==> config.mk <==
export PLATFORM = sky130hd
export DESIGN_NAME = fsq_serial
export DESIGN_NICKNAME = d
export VERILOG_FILES = /design/src/fsq_pkg.sv /design/src/fsq_serial.sv
export SDC_FILE = /design/constraint.sdc
export NUM_CORES = 1
export LEC_CHECK = 0
export BUFFER_PORTS_ARGS = -buffer_cell sky130_fd_sc_hd__buf_2
export CAP_MARGIN = 20
export CELL_PAD_IN_SITES_DETAIL_PLACEMENT = 0
export CELL_PAD_IN_SITES_GLOBAL_PLACEMENT = 2
export CORE_ASPECT_RATIO = 1.5
export CORE_MARGIN = 4
export CORE_UTILIZATION = 37
export CTS_CLUSTER_SIZE = 24
export DETAILED_ROUTE_END_ITERATION = 7
export PLACE_DENSITY_LB_ADDON = 0.1
export SLEW_MARGIN = 5
export SYNTH_ARGS = -nofsm -noshare
export SYNTH_HDL_FRONTEND = slang
export SYNTH_SLANG_ARGS = --single-unit
==> constraint.sdc <==
create_clock -name clk -period 72.1 [get_ports clk]
set_input_delay 14.42 -clock clk [delete_from_list [all_inputs] [get_ports clk]]
set_output_delay 14.42 -clock clk [all_outputs]
set_load 0.1 [all_outputs]
==> src/fsq_pkg.sv <==
`timescale 1ns / 1ps
// ----------------------------------------------------------------------------
// fsq_pkg
// Shared constants, register codes and types for the flat-shaded quad block.
// ----------------------------------------------------------------------------
package fsq_pkg;

  localparam int COORD_BITS_DEF = 16;
  localparam int FRAC_BITS      = 14;
  localparam int LANE_BITS      = 16;
  localparam int COLOR_BITS     = 16;
  localparam int NUM_COLORS     = 4;
  localparam int NUM_ROT        = 12;   // four corners times three axes
  localparam int NUM_VERTS      = 6;
  localparam int CFG_IDX_BITS   = 3;
  localparam int CFG_DATA_BITS  = 64;
  localparam int ROW_BITS       = 3 * LANE_BITS;
  localparam int RGBA_BITS      = NUM_COLORS * COLOR_BITS;

  // normal arithmetic
  localparam int MAG_BITS = 30;
  localparam int SUM_BITS = 2 * MAG_BITS + 2;
  localparam int LEN_BITS = MAG_BITS + 1;
  localparam int QUO_BITS = FRAC_BITS + 1;
  localparam int NRM_BITS = 16;

  // register indexes
  localparam logic [CFG_IDX_BITS-1:0] REG_ROW0    = 3'd0;
  localparam logic [CFG_IDX_BITS-1:0] REG_ROW1    = 3'd1;
  localparam logic [CFG_IDX_BITS-1:0] REG_ROW2    = 3'd2;
  localparam logic [CFG_IDX_BITS-1:0] REG_LIGHT   = 3'd3;
  localparam logic [CFG_IDX_BITS-1:0] REG_AMBIENT = 3'd4;
  localparam logic [CFG_IDX_BITS-1:0] REG_DIFFUSE = 3'd5;

  localparam logic [ROW_BITS-1:0]  RST_ROW0    = 48'd16384;
  localparam logic [ROW_BITS-1:0]  RST_ROW1    = 48'd1073741824;
  localparam logic [ROW_BITS-1:0]  RST_ROW2    = 48'd70368744177664;
  localparam logic [ROW_BITS-1:0]  RST_LIGHT   = 48'd211106232532992;
  localparam logic [RGBA_BITS-1:0] RST_AMBIENT = 64'd4611700093035220173;
  localparam logic [RGBA_BITS-1:0] RST_DIFFUSE = 64'd4611686019286384640;

  typedef struct packed {
    logic [ROW_BITS-1:0]  row0;
    logic [ROW_BITS-1:0]  row1;
    logic [ROW_BITS-1:0]  row2;
    logic [ROW_BITS-1:0]  light;
    logic [RGBA_BITS-1:0] ambient;
    logic [RGBA_BITS-1:0] diffuse;
  } regs_t;

endpackage

==> src/fsq_serial.sv <==
`timescale 1ns / 1ps
// ----------------------------------------------------------------------------
// fsq_serial
// Output stage: holds one shaded face and sends its six vertices A,B,C,A,C,D.
// ----------------------------------------------------------------------------
module fsq_serial
  import fsq_pkg::*;
#(
  parameter int COORD_BITS = COORD_BITS_DEF,
  localparam int OUT_W = ((3*COORD_BITS + RGBA_BITS + 7) / 8) * 8
) (
  input  logic                          clk,
  input  logic                          rst,
  input  logic                          in_valid,
  output logic                          in_ready,
  input  logic [NUM_ROT*COORD_BITS-1:0] in_rot,
  input  logic [RGBA_BITS-1:0]          in_color,
  output logic                          m_axis_tvalid,
  input  logic                          m_axis_tready,
  output logic [OUT_W-1:0]              m_axis_tdata,
  output logic                          m_axis_tlast
);

  localparam int VW = 3 * COORD_BITS;
  localparam int CNT_W = $clog2(NUM_VERTS);
  localparam logic [CNT_W-1:0] LAST_VERT = CNT_W'(NUM_VERTS - 1);

  logic                          full;
  logic [CNT_W-1:0]              cnt;
  logic [NUM_ROT*COORD_BITS-1:0] rot_h;
  logic [RGBA_BITS-1:0]          color_h;
  logic [1:0]                    corner;
  logic                          load;

  always_comb begin
    unique case (cnt)
      3'd0:    corner = 2'd0;
      3'd1:    corner = 2'd1;
      3'd2:    corner = 2'd2;
      3'd3:    corner = 2'd0;
      3'd4:    corner = 2'd2;
      3'd5:    corner = 2'd3;
      default: corner = 2'd0;
    endcase
  end

  assign m_axis_tvalid = full;
  assign m_axis_tlast  = (cnt == LAST_VERT);
  assign m_axis_tdata  = OUT_W'({color_h, rot_h[corner*VW +: VW]});
  assign in_ready      = !full || (m_axis_tready && m_axis_tlast);
  assign load          = in_valid && in_ready;

  always_ff @(posedge clk) begin
    if (rst) begin
      full <= 1'b0;
      cnt  <= '0;
    end else if (load) begin
      full <= 1'b1;
      cnt  <= '0;
    end else if (full && m_axis_tready) begin
      if (m_axis_tlast) begin
        full <= 1'b0;
        cnt  <= '0;
      end else begin
        cnt <= cnt + 1'b1;
      end
    end
  end

  always_ff @(posedge clk) begin
    if (load) begin
      rot_h   <= in_rot;
      color_h <= in_color;
    end
  end

endmodule

### After elaboration in Yosys (flattened, before gate mapping)

Index checks and enable logic that the tools add are counted.

* latch bits: 0
* bits of input ports: 260
* memory bits (writable): 0
* memories: 0
* bits in read-only memories: 0
* logic and storage cells: 26
* output and inout bits: 115
* bits in registers: 260

* div/mod/pow operators: 0
* mux-type cells: 5
* equal/unequal tests: 4
* multipliers: 1
* reductions and logical operators: 10
* add/sub/neg operators: 1
* shift operators: 1
* magnitude comparators: 0
* bitwise operators: 0

Operators with widths (count)
* variable part select 192 x 9 -> 48 bit: 1
* equality test 3 bit (second input constant): 2
* case mux 2 bit (3 select lines): 1
* multiplier 2 x 2 -> 4 bit (second input constant): 1
* nonzero test 2 bit: 2
* OR reduction 2 bit: 2
* adder 3 x 1 -> 3 bit (second input constant): 1
* equality test 3 x 1 -> 1 bit (second input constant): 1
* equality test 3 x 2 -> 1 bit (second input constant): 1
* logical AND 1 bit: 3
* two-way mux 1 bit: 3
* two-way mux 3 bit: 1
* AND reduction 2 bit: 1
* logical NOT 1 bit: 1
* logical OR 1 bit: 1

### Logic depth before layout (Yosys ltp)

Gate-level depths: netlist of run 1.

* depth in word-level cells: 6
* depth in mapped cells: 5
* gate-level depth less buffers: 3

### Worst setup path before layout of run 1

OpenSTA, ideal clock, no wires.

* kind: input to register
* start: input m_axis_tready
* end: register color_h[0] (enable)
* slack: 37.740 ns
* stages: 2
* data required time: 70.827 ns
* arrival: 33.087 ns
* cells stage by stage: nand4b_1 -> a21boi_0

* cells in the longest elaborated chain, start to end: 3

Ends and longest elaborated chain
* from (decl): line fsq_serial.sv:19 `input logic m_axis_tready,`
* logical AND 1 bit: line fsq_serial.sv:50 `assign in_ready = !full || (m_axis_tready && m_axis_tlast);`
* logical OR 1 bit: line fsq_serial.sv:50
* logical AND 1 bit: line fsq_serial.sv:51 `assign load = in_valid && in_ready;`
* via load: line fsq_serial.sv:33 `logic load;`
* to (signal assigned): line fsq_serial.sv:73 `color_h <= in_color;`
* to (decl): line fsq_serial.sv:31 `logic [RGBA_BITS-1:0] color_h;`

The timed path passes the listed nets, and every way through them passes these cells.
A chain may end at the register's enable or synchronous reset.

### Final worst setup path of run 1

* start: input m_axis_tready
* end: output in_ready

* cells in the longest elaborated chain, start to end: 2

Ends and longest elaborated chain
* logical AND 1 bit: line fsq_serial.sv:50
* logical OR 1 bit: line fsq_serial.sv:50
* to (decl): line fsq_serial.sv:15 `output logic in_ready,`

No other way between the ends.

==> impl_summary.md, run 1 <==
Run status
The run finished with clean final reports.

Synthesis
The synthesized netlist devotes 0.453% of its cell area to compound gates. By area, the combinational part of the netlist is dominated by multiplexers. After synthesis, the share of flip-flops with an asynchronous set or reset is 0%. In this run, synthesis inferred 256 flip-flops with an integrated enable. The synthesized design devotes to its leading area cell type 84.3% of total area. By area the synthesized netlist is led by edfxtp_1, mux4_2, buf_12, dfxtp_1, buf_4. Counting every instance in the synthesized netlist gives 340. Of the total synthesized cell area, the portion taken by full adders, half adders and majority gates is 0%.

The synthesized netlist devotes 0.0961% of its cell area to XOR and XNOR gates. The number of distinct library cell variants in the gate-level netlist after synthesis is 23. The netlist area before placement is 9120 µm². The synthesized flop and latch total is 260. The synthesized area divided by synthesized cell count is 26.8 µm². The largest area contributor in the netlist is edfxtp_1. Synthesis produced a netlist with a net count of 600. The mux cell area share after synthesis is 11.9%. The synthesized netlist devotes 0.796% of its cell area to simple gates. Sequential cells were found to cover 85.2% of the synthesized design area. In the synthesized netlist the dominant register cell turns out to be edfxtp_1. Yosys printed 0 warnings.

Setup path
At the worst endpoint, the arrival time is 15.30 ns. The setup path with the least slack is of type input pin to output pin. Of all nets on the critical path, the largest fanout is 3.

The setup slack of the worst register-to-register path is 68.59 ns. The critical path capture point type is an output pin. The required time of the critical path is 57.68 ns. The worst setup path is launched from an input pin.

Clocking
In this run the number of H-tree levels came out at 1. The number of buffers added by the clock tree synthesis step is 26. The clock passes through at most 3 buffers. The CTS tree is done. The CTS sink count is 260.

The post-CTS setup-driven buffer insertion count is 0. Clock tree synthesis selected as its root buffer the cell clkbuf_16. The clock slew seen by the registers of the worst setup and hold paths is 0.06 ns.

After clock tree synthesis, the flow added hold-fix buffers numbering 0. The total of cells resized after clock tree synthesis is 0. The clock reaches the later pin of the worst-skew pair after 0.52 ns.

Global routing
Global routing consumed, over all layers together, 16.4% of the routing resources. The via count of the first global-routing pass is 5,846. The final global-route overflow total is 0. The wire length of the first global-routing pass is 33,700 µm.

The initial antenna violation count was 13. The maximum number of pins on one net before global-route repair is 83.

STA
The highest achievable clock rate is 33.6 MHz. The post-layout minimum cycle time is 29.72 ns. The final setup skew is 0.00918 ns.

At the pin with the least slew margin, the transition time is 1.03 ns. The setup slack of the critical path after layout is 42.38 ns. The count of final max-slew check failures came to 0.

The share of the cycle needed by the critical path after routing is 41.2%. Setup violations remaining at the end of the flow were counted as 0. Final hold analysis gives a worst-case slack of 0.515 ns.

Setup repair after global routing left no endpoint under its margin. In this run the tightest slew margin relative to its limit is 31.2%. The final total negative setup slack is 0 ns. The count of endpoints failing hold in the final timing report is 0.

Pwr
Of the total power, the clock network draws 35.1%. The total power divided by cell area is 29.3 nW/µm². The switching share of total power is 27.0%. IR analysis of the VDD net gives a maximum drop of 0.0217 mV.

The power share of the sequential group is 50.1%. In this run the power spent charging and discharging nets is 0.0959 mW. The internal portion of the total power is 0.260 mW. The design draws 0.356 mW. The share of total power in combinational logic is 14.8%. The leakage power total is 4.71 nW.

Place
After detailed placement, the total cell area comes to 11,300 µm². The worst slack at placement is 42.38 ns. In this run the tool buffered the top-level ports with 374 buffer cells. The number of placed cells counting well taps is 1,032. Once detailed placement completed, the half-perimeter wirelength came to 16,600 µm.

At the end of routability-driven placement, the weighted congestion stood at 0.763.

Job
The tool flagged a number of max-cap violations equal to 0.

Final layout
The count of fill cells added during filler insertion is 2,140. With fillers left out, the area of the finished cells amounts to 12,100 µm². Cells with a size suffix above 1 make up 61.3% of the layout.

Relative to the synthesized area, the layout overhead comes to 33.2%. The net count of the finished layout is 997. The fraction of the core area covered by cells at the end of the flow is 49.9%. The filler-free cell count of the finished design is 1,088.

Floorplan
The floorplan row count is 70. The horizontal extent of the die is 136 µm. Measured along the y axis, the die boundary spans 200 µm.

The area enclosed by the die boundary is 27,300 µm². The initial utilization of the core area, before any placement, comes to 37.4%. The total area inside the core boundary comes to 24,300 µm². 375 I/O pins were placed.

Worst hold path
The path category of the worst min-delay check is flop to flop.

Drt
The via density per instance is 4.63. For this block, the via count after detailed routing is 5,042. In the final routed layout, each cell accounts on average for 20.7 µm. The pre-antenna-repair detailed-routing pass consisted of 5 iterations. The starting DRC count in detailed routing is 246. The overall routed net length is 22,500 µm.

After detailed routing, the number of remaining DRC violations is 0. Once detail routing completed, the nets flagged for antenna violations numbered 0.
-- cell families after synthesis --
group	count (synthesis)
simple gates	13
buf+inv	12
xor+xnor	1
compound gates	6
mux	48
flops	260
-- cell type report --
type	count	area, µm²	share of cell area (%)
diodes	10	25.0	0.206
clock buffers	34	702	5.78
clock inverters	11	76.3	0.629
inverters	1	3.75	0.0309
multi-input cells	68	1230	10.2
flip-flops and latches	260	7770	64.0
well taps	324	405	3.34
repair buffers	380	1930	15.9
-- final timing paths --
path | start | to | cells after the start
worst min register to register | cnt[2] | cnt[2] | 2
worst min-delay path | cnt[2] | cnt[2] | 2
worst max register to register | cnt[0] | rot_h[55] | 5
worst max-delay path | m_axis_tready | in_ready | 4
-- cell usage in the layout, fill, tap and decap left out --
cell / synthesis / routed
mux4_1: 1 / 1
clkbuf_16: 0 / 27
nor3b_1: 1 / 1
or3b_1: 1 / 1
clkbuf_1: 0 / 7
edfxtp_1: 256 / 256
nand4b_1: 1 / 1
nand2_1: 3 / 3
bufinv_16: 0 / 1
clkinv_2: 0 / 3
buf_12: 4 / 1
nand3b_1: 1 / 1
buf_4: 4 / 5
nand2b_4: 0 / 1
nor2_1: 3 / 3
diode_2: 0 / 10
clkinv_1: 0 / 6
a211oi_1: 2 / 2
a21boi_4: 0 / 1
xor2_1: 1 / 1
o21ai_4: 0 / 1
dfxtp_1: 4 / 4
mux4_2: 47 / 47
a21oi_1: 2 / 2
nand3_1: 1 / 1
inv_1: 1 / 1
inv_6: 0 / 1
buf_2: 1 / 374
or3_1: 1 / 1
-- metal layers --
metal	up-vias	GRT usage, %	part of all wire [%]
met5	-	0	0.31
met4	10	7.35	3.3
met3	51	6.28	10
met2	255	29.1	54
met1	2471	16.9	32
li1	2255	-	-
-- synthesized netlist by cell type, drive strengths merged (2+ instances only) --
library cell and count:
a211oi 2, a21oi 2, buf 11, dfxtp 4, edfxtp 256, mux4 48
nand2 3, nor2 3
-- worst max-delay path, cell delays in order --
cell,delay [ns]
buf_2,0.11
nand4b_1,0.21
nand2_1,0.14
buf_2,0.43
-- flip-flops by register name, summed over array words and instances, names as in the netlist --
signal / flops
color_h: 64
cnt: 3
rot_h: 192
m_axis_tvalid: 1
-- power by group through the flow --
| stage | Combinational (mW) | Clock, mW | Sequential, mW |
|---|---|---|---|
| global placement | 0.0524 | 0 | 0.181 |
| detailed placement | 0.0530 | 0 | 0.182 |
| floorplan | 0.0256 | 0 | 0.202 |
| finish | 0.0526 | 0.125 | 0.178 |
| CTS | 0.0531 | 0.130 | 0.178 |
| global route | 0.0548 | 0.136 | 0.179 |
(Power assumes the default switching activity.)
==> inputs of run 2 (changes only) <==
--- a/config.mk
+++ b/config.mk
@@ -11,7 +11,7 @@
 export CELL_PAD_IN_SITES_GLOBAL_PLACEMENT = 2
 export CORE_ASPECT_RATIO = 1.5
 export CORE_MARGIN = 4
-export CORE_UTILIZATION = 37
+export CORE_UTILIZATION = 31
 export CTS_CLUSTER_SIZE = 24
 export DETAILED_ROUTE_END_ITERATION = 7
 export PLACE_DENSITY_LB_ADDON = 0.1
==> constraint.sdc (replaced) <==
create_clock -name clk -period 24.9 [get_ports clk]
set_input_delay 4.98 -clock clk [delete_from_list [all_inputs] [get_ports clk]]
set_output_delay 4.98 -clock clk [all_outputs]
set_load 0.1 [all_outputs]
==> run 2 against run 1 <==
  * Sequential power grew to 2.9 times the previous value
  * Critical path depth stayed put
  * Sequential cell count stayed put
  * Largest power group unchanged
  * Utilization is 7.7 points lower
  * Clock-buffer cell count is 1 higher
  * Sequential share of layout area is 0.30 points lower
  * Final area is 0.47% higher
  * Non-clock buffer count is 2 lower
  * Clock power grew to 2.9 times the previous value
  * Combinational power grew to 2.9 times the previous value
  * Cell count is 5.4% higher
==> impl_summary.md, run 2 (synthesized netlist as in run 1, its figures left out) <==
Final layout
The register bank with the most flops is rot_h. The share of final-layout standard cells stronger than drive strength 1 is 61.4%. The largest registers in the layout are rot_h (192), color_h (64), cnt (3).

Leaving out fill and tap cells, the most frequent cell in the layout is buf_2. The net count of the finished layout is 996. Leaving out fill and tap cells, the most frequent cells in the layout are buf_2, edfxtp_1, mux4_2. The layout overhead on the synthesized area is 33.8%.

The register with the most flip-flops in the layout has 192 of them.

Floorplan
The area enclosed by the die boundary is 32,300 µm². The core area is 28,900 µm². The die is 218 µm tall. Once the floorplan was initialized, standard cells occupied 31.5% of the core. After floorplanning, the core was divided into 76 placement rows.

In this run the count of I/O pins placed on the die edge is 375. The floorplan step set the die width to 148 µm.

Clocking
The CTS tree is done. For this design, the CTS-stage hold fixing added 0 buffers. The deepest clock path buffer count is 3.

The tree built by TritonCTS fans out to 260 sinks. The number of clock buffers added by TritonCTS is 27. Clock-pin slew was measured on the worst setup and hold paths at 0.06 ns. In this run the post-CTS setup repair buffer count came out at 0.

The total of cells resized after clock tree synthesis is 0. The total number of H-tree levels is 1. The clock reaches the later pin of the worst-skew pair after 0.52 ns. The cell at the root of the clock tree is clkbuf_16.

Global routing
Entering global routing, the biggest net connects 180 pins. The fraction of met3 tracks used by global routing is 6.15%. The wire length of the first global-routing pass is 33,900 µm. The initial antenna violation count came to 7. The met1 usage in global routing is 12.5%.

The met2 capacity usage during global routing is 27.3%. The via count of the first global-routing pass came to 5,813. The global-route layer with the greatest usage is met2. Global routing used 14.0% of the available tracks across all layers.

The final global-route overflow total is 0.

Pwr
The total power divided by cell area is 84.6 nW/µm². IR analysis of the VDD net gives a maximum drop of 0.0552 mV. Summed over all cells, the static leakage comes to 4.70 nW.

Place
In this run the tool buffered the top-level ports with 374 buffer cells. The weighted congestion at the end of routability-driven global placement is 0.738. The half-perimeter wire length of the detailed placement result is 17,300 µm.

Setup path
The worst setup path is launched from an input pin. The start-to-end type of the worst setup path is input pin to output pin. Data on the critical path is required at its endpoint by 19.92 ns. The data arrival time of the critical path is 5.86 ns. Across all register-to-register paths, the minimum setup slack is 22.71 ns. The largest fanout of any net on the critical path is 3. STA classifies the critical path endpoint as an output pin.

Drt
In the routed layout, each cell is associated on average with a via count of 4.33. The DRC violations left is 0. The detailed router placed 4,966 vias in this run. The number of iterations in the first detailed-routing pass is 4.

The count of nets left with antenna violations once routing finished came out at 0. The first routing iteration left 220 violations. The post-detailed-route wirelength per cell is 20.3 µm. The overall routed net length is 23,300 µm.

STA
The count of endpoints failing hold in the final timing report was 0. Across all hold checks on the routed design, the worst slack comes to 0.516 ns. The count of final max-slew check failures is 0. For the final routed database, the setup TNS stands at 0 ns. Setup violations remaining at the end of the flow were counted as 0. At the pin with the least slew margin, the transition time is 1.01 ns.

On the final layout, the worst clock skew is 0.00805 ns. The worst-case headroom to the max-slew limit is 32.5%. Setup repair after global routing left no endpoint under its margin.

The worst path needs 10.84 ns of the cycle, external delays included. The worst path uses 43.5% of the clock period. The highest achievable clock rate is 92.3 MHz.

Job
Across the run, the number of max-cap violations was 0.

Run status
The flow ran to the end, and the final reports show no timing, DRC or antenna violations.

Worst hold path
The tightest min-delay check is of the flop to flop type.
[run 2: cell types whose count changed in the layout (fill, tap and decap cells not counted)]
cell        before  now
clkinv_2         3    5
inv_6            1    0
clkinv_1         6    4
diode_2         10    4
buf_4            5    3
clkbuf_1         7    8
clkinvlp_4       0    1
[run 2: worst paths after layout]
path / start / end / depth (start not counted)
setup / recovery: m_axis_tready / in_ready / 4
hold reg to reg: cnt[2] / cnt[2] / 2
setup reg to reg: cnt[0] / rot_h[96] / 3
hold / removal: cnt[2] / cnt[2] / 2
[run 2: cell type report]
type,count,area [µm²]
Antenna cell,4,10.0
Multi-Input combinational cell,68,1230
Timing Repair Buffer,378,1910
Inverter,1,3.75
Clock buffer,35,706
Tap cell,390,488
Sequential cell,260,7770
Clock inverter,11,77.6
Fill cell,2678,16700
[run 2: critical path: stages]
cell,delay [ns]
buf_2,0.12
nand4b_1,0.20
nand2_1,0.12
buf_2,0.43
[run 2: power by group]
part           leakage (nW)  switching (mW)  internal (mW)
logic                  1.85           0.118         0.0338
registers              2.47         0.00573          0.510
clock network         0.382           0.157          0.208
total                  4.70           0.280          0.752
[run 2: per-layer routing]
metal / vias up / wire length [µm]
li1: 2247 / -
met1: 2450 / 6860
met2: 229 / 13600
met3: 34 / 2430
met4: 6 / 446
met5: - / 34
[run 2: per-stage QoR]
step | utilization, % | total power, mW | instance area [µm²] | std cells | setup slack [ns]
global placement | 39.5 | 0.676 | 11400 | 1097 | 14.06
CTS | 42.2 | 1.05 | 12200 | 1143 | 14.05
global route | 42.2 | 1.08 | 12200 | 1147 | 13.98
detailed placement | 39.5 | 0.679 | 11400 | 1097 | 14.05
floorplan | - | 0.651 | 9120 | 340 | 6.75
finish | 42.2 | 1.03 | 12200 | 1147 | 14.06
==> inputs of run 3 (changes only) <==
--- a/config.mk
+++ b/config.mk
@@ -11,7 +11,7 @@
 export CELL_PAD_IN_SITES_GLOBAL_PLACEMENT = 2
 export CORE_ASPECT_RATIO = 1.5
 export CORE_MARGIN = 4
-export CORE_UTILIZATION = 31
+export CORE_UTILIZATION = 34
 export CTS_CLUSTER_SIZE = 24
 export DETAILED_ROUTE_END_ITERATION = 7
 export PLACE_DENSITY_LB_ADDON = 0.1
==> constraint.sdc (replaced) <==
create_clock -name clk -period 10 [get_ports clk]
set_input_delay 2 -clock clk [delete_from_list [all_inputs] [get_ports clk]]
set_output_delay 2 -clock clk [all_outputs]
set_load 0.1 [all_outputs]
==> run 3 against run 2 <==
  * Setup slack worse by 9.2 ns
  * Clock power grew to 2.5 times the previous value
  * Highest routed layer unchanged
  * Power is 150% higher
  * Final area is 0.41% lower
  * Die area is 8.4% lower
  * Critical path type is now flop to output pin
==> impl_summary.md, run 3 (synthesized netlist as in run 1, its figures left out) <==
Run status
The run finished with clean final reports.

Clocking
TritonCTS built the clock tree. Clock-pin slew was measured on the worst setup and hold paths at 0.06 ns. In this run the deepest clock path goes through 3 buffers. Clock tree synthesis found a total of 260 sinks. Hold repair after CTS inserted 0 buffers. For the worst-skew pair, the clock arrives at the later sink with an insertion delay of 0.52 ns.

The number of gates resized after CTS was 0. The cell at the root of the clock tree is clkbuf_16. TritonCTS created 26 clock buffers. In this run the number of H-tree levels came out at 1. After clock tree synthesis, the setup repair step added 0 buffers.

STA
The count of endpoints failing hold in the final timing report is 0. The share of the cycle needed by the critical path after routing is 51.0%. Setup repair after global routing left no endpoint under its margin. The final-layout worst hold slack is 0.518 ns. After routing, the total negative slack on setup checks comes to 0 ns. The final setup skew is 0.00961 ns. The highest achievable clock rate is 196 MHz. The count of final max-slew check failures was 0. The slew at the pin closest to its max-slew limit is 1.04 ns.

The count of endpoints failing setup in the final report is 0. Measured against its own limit, the worst slew margin works out to 30.3%. Counting I/O delays and the setup requirement, the final critical path takes 5.10 ns.

Worst hold path
The worst hold path begins at cnt[2]. The path class of the tightest hold or removal check is flop to flop.

Place
Detailed placement finished with a half-perimeter wire length of 17,300 µm. Summing all placed instances gives a cell area of 11,300 µm². The weighted congestion at the end of routability-driven global placement is 0.738. The number of port buffers is 374. In this run, placement finished with an instance count of 1,044.

Floorplan
The core area is 26,500 µm². The initial core utilization is 34.4%. The area enclosed by the die boundary is 29,500 µm².

The die is 209 µm tall. The die is 142 µm wide. In this run the core area contains 73 standard-cell rows. 375 I/O pins were placed.

Final layout
Leaving out filler cells and counting taps, the final layout contains 1,095. The register bank with the most flops is rot_h. The library cells used most frequently in the layout, excluding fill and tap cells, are buf_2, edfxtp_1, mux4_2. In the final layout, the registers with the most flip-flops are rot_h (192), color_h (64), cnt (3). Summing all non-filler instances in the final layout gives an area of 12,200 µm². The flip-flop count of the largest register after layout is 192. The library cell used most frequently in the layout, excluding fill and tap cells, is buf_2. The layout net count is 995. The layout overhead on the synthesized area is 33.3%.

The post-route netlist has 61.0% of its cells at a drive strength greater than 1. Counting the fill cells in the layout gives 2,363.

Drt
The routed design has 23,200 µm of wire. For this block, the initial DRC count from the detailed router was 193. The DRC violations left is 0. The pre-antenna-repair detailed-routing pass consisted of 5 iterations.

The post-detailed-route wirelength per cell is 21.2 µm. The via density per instance is 4.57. The count of nets left with antenna violations once routing finished came out at 0. Summing over every cut layer, the via total after detailed routing is 5,000.

Pwr
The relative contribution of the clock network to total power is 35.5%. In this run, flip-flops and latches consume 49.8% of the power. The share of total power in combinational logic is 14.7%. In this run the power spent charging and discharging nets is 0.691 mW.

Power spread over the standard cell area amounts to 212 nW/µm². The internal portion of total power is 1.89 mW. Net switching is 26.8% of the power. The largest vdd supply drop is 0.151 mV. The leakage power total is 4.71 nW.

Global routing
Entering global routing, the biggest net connects 152 pins. The final global-route overflow total is 0. The global-route usage over all layers is 15.5%. The via count of the first global-routing pass is 5,934. The initial antenna violation count is 6.

The first global-routing pass estimated 34,500 µm of wire.

Setup path
The worst register-to-register path begins at cnt[0]. STA classifies the critical path startpoint as a flop. Of all nets on the critical path, the largest fanout is 26. The critical path is of the flop to output pin type. The launch point of the critical path is cnt[1]. The required time of the critical path is 8.00 ns. STA classifies the critical path endpoint as an output pin.

The data arrival time of the critical path is 3.10 ns.

Job
Max-cap violations in this run came to 0.
## run 3: cell count changes in the layout (fill, tap and decap cells not counted)
| cell | previous run | this run |
|---|---|---|
| clkbuf_1 | 8 | 10 |
| clkinv_1 | 4 | 5 |
| clkinv_2 | 5 | 2 |
| clkinvlp_4 | 1 | 0 |
| clkbuf_8 | 0 | 2 |
## run 3: worst paths after layout
path	slack, ns	to	depth (start not counted)
setup reg to reg	7.08	rot_h[152]	3
hold reg to reg	0.52	cnt[2]	2
setup / recovery	4.90	m_axis_tdata[9]	4
hold / removal	0.52	cnt[2]	2
## run 3: area by class of cell
cell class / instances / area (µm²) / share of cell area [%]
multi-input combinational: 68 / 1230 / 10.2
timing repair buffer: 378 / 1910 / 15.8
inverter: 1 / 3.75 / 0.0309
clock inverter: 8 / 58.8 / 0.484
antenna: 4 / 10.0 / 0.0824
tap: 337 / 422 / 3.47
clock buffer: 39 / 741 / 6.10
sequential: 260 / 7770 / 63.9
## run 3: per-layer routing
layer	GRT usage, %	routed length [µm]
met1	15.0	7140
met2	29.1	13000
met3	5.66	2290
met4	6.19	716
met5	0	34
## run 3: worst max-delay path, stage by stage (launching register included)
cell and delay [ns]:
dfxtp_1 0.46, nand2b_4 0.53, buf_4 0.56, mux4_1 0.65, buf_2 0.32
## run 3: through the flow
step           power, mW  setup slack [ns]  utilization [%]
2_1_floorplan       1.61             0.421                -
3_3_place_gp        1.68              5.11             42.8
3_5_place_dp        1.69              5.10             42.8
4_1_cts             2.62              4.75             45.8
5_1_grt             2.69              4.60             45.9
6_report            2.58              4.90             45.9
## run 3: power groups by stage
stage               registers, mW  clock network, mW  logic [mW]
finish                       1.28              0.916       0.379
global placement             1.30                  0       0.379
global route                 1.29               1.00       0.395
detailed placement           1.31                  0       0.384
floorplan                    1.42                  0       0.185
CTS                          1.29              0.952       0.384
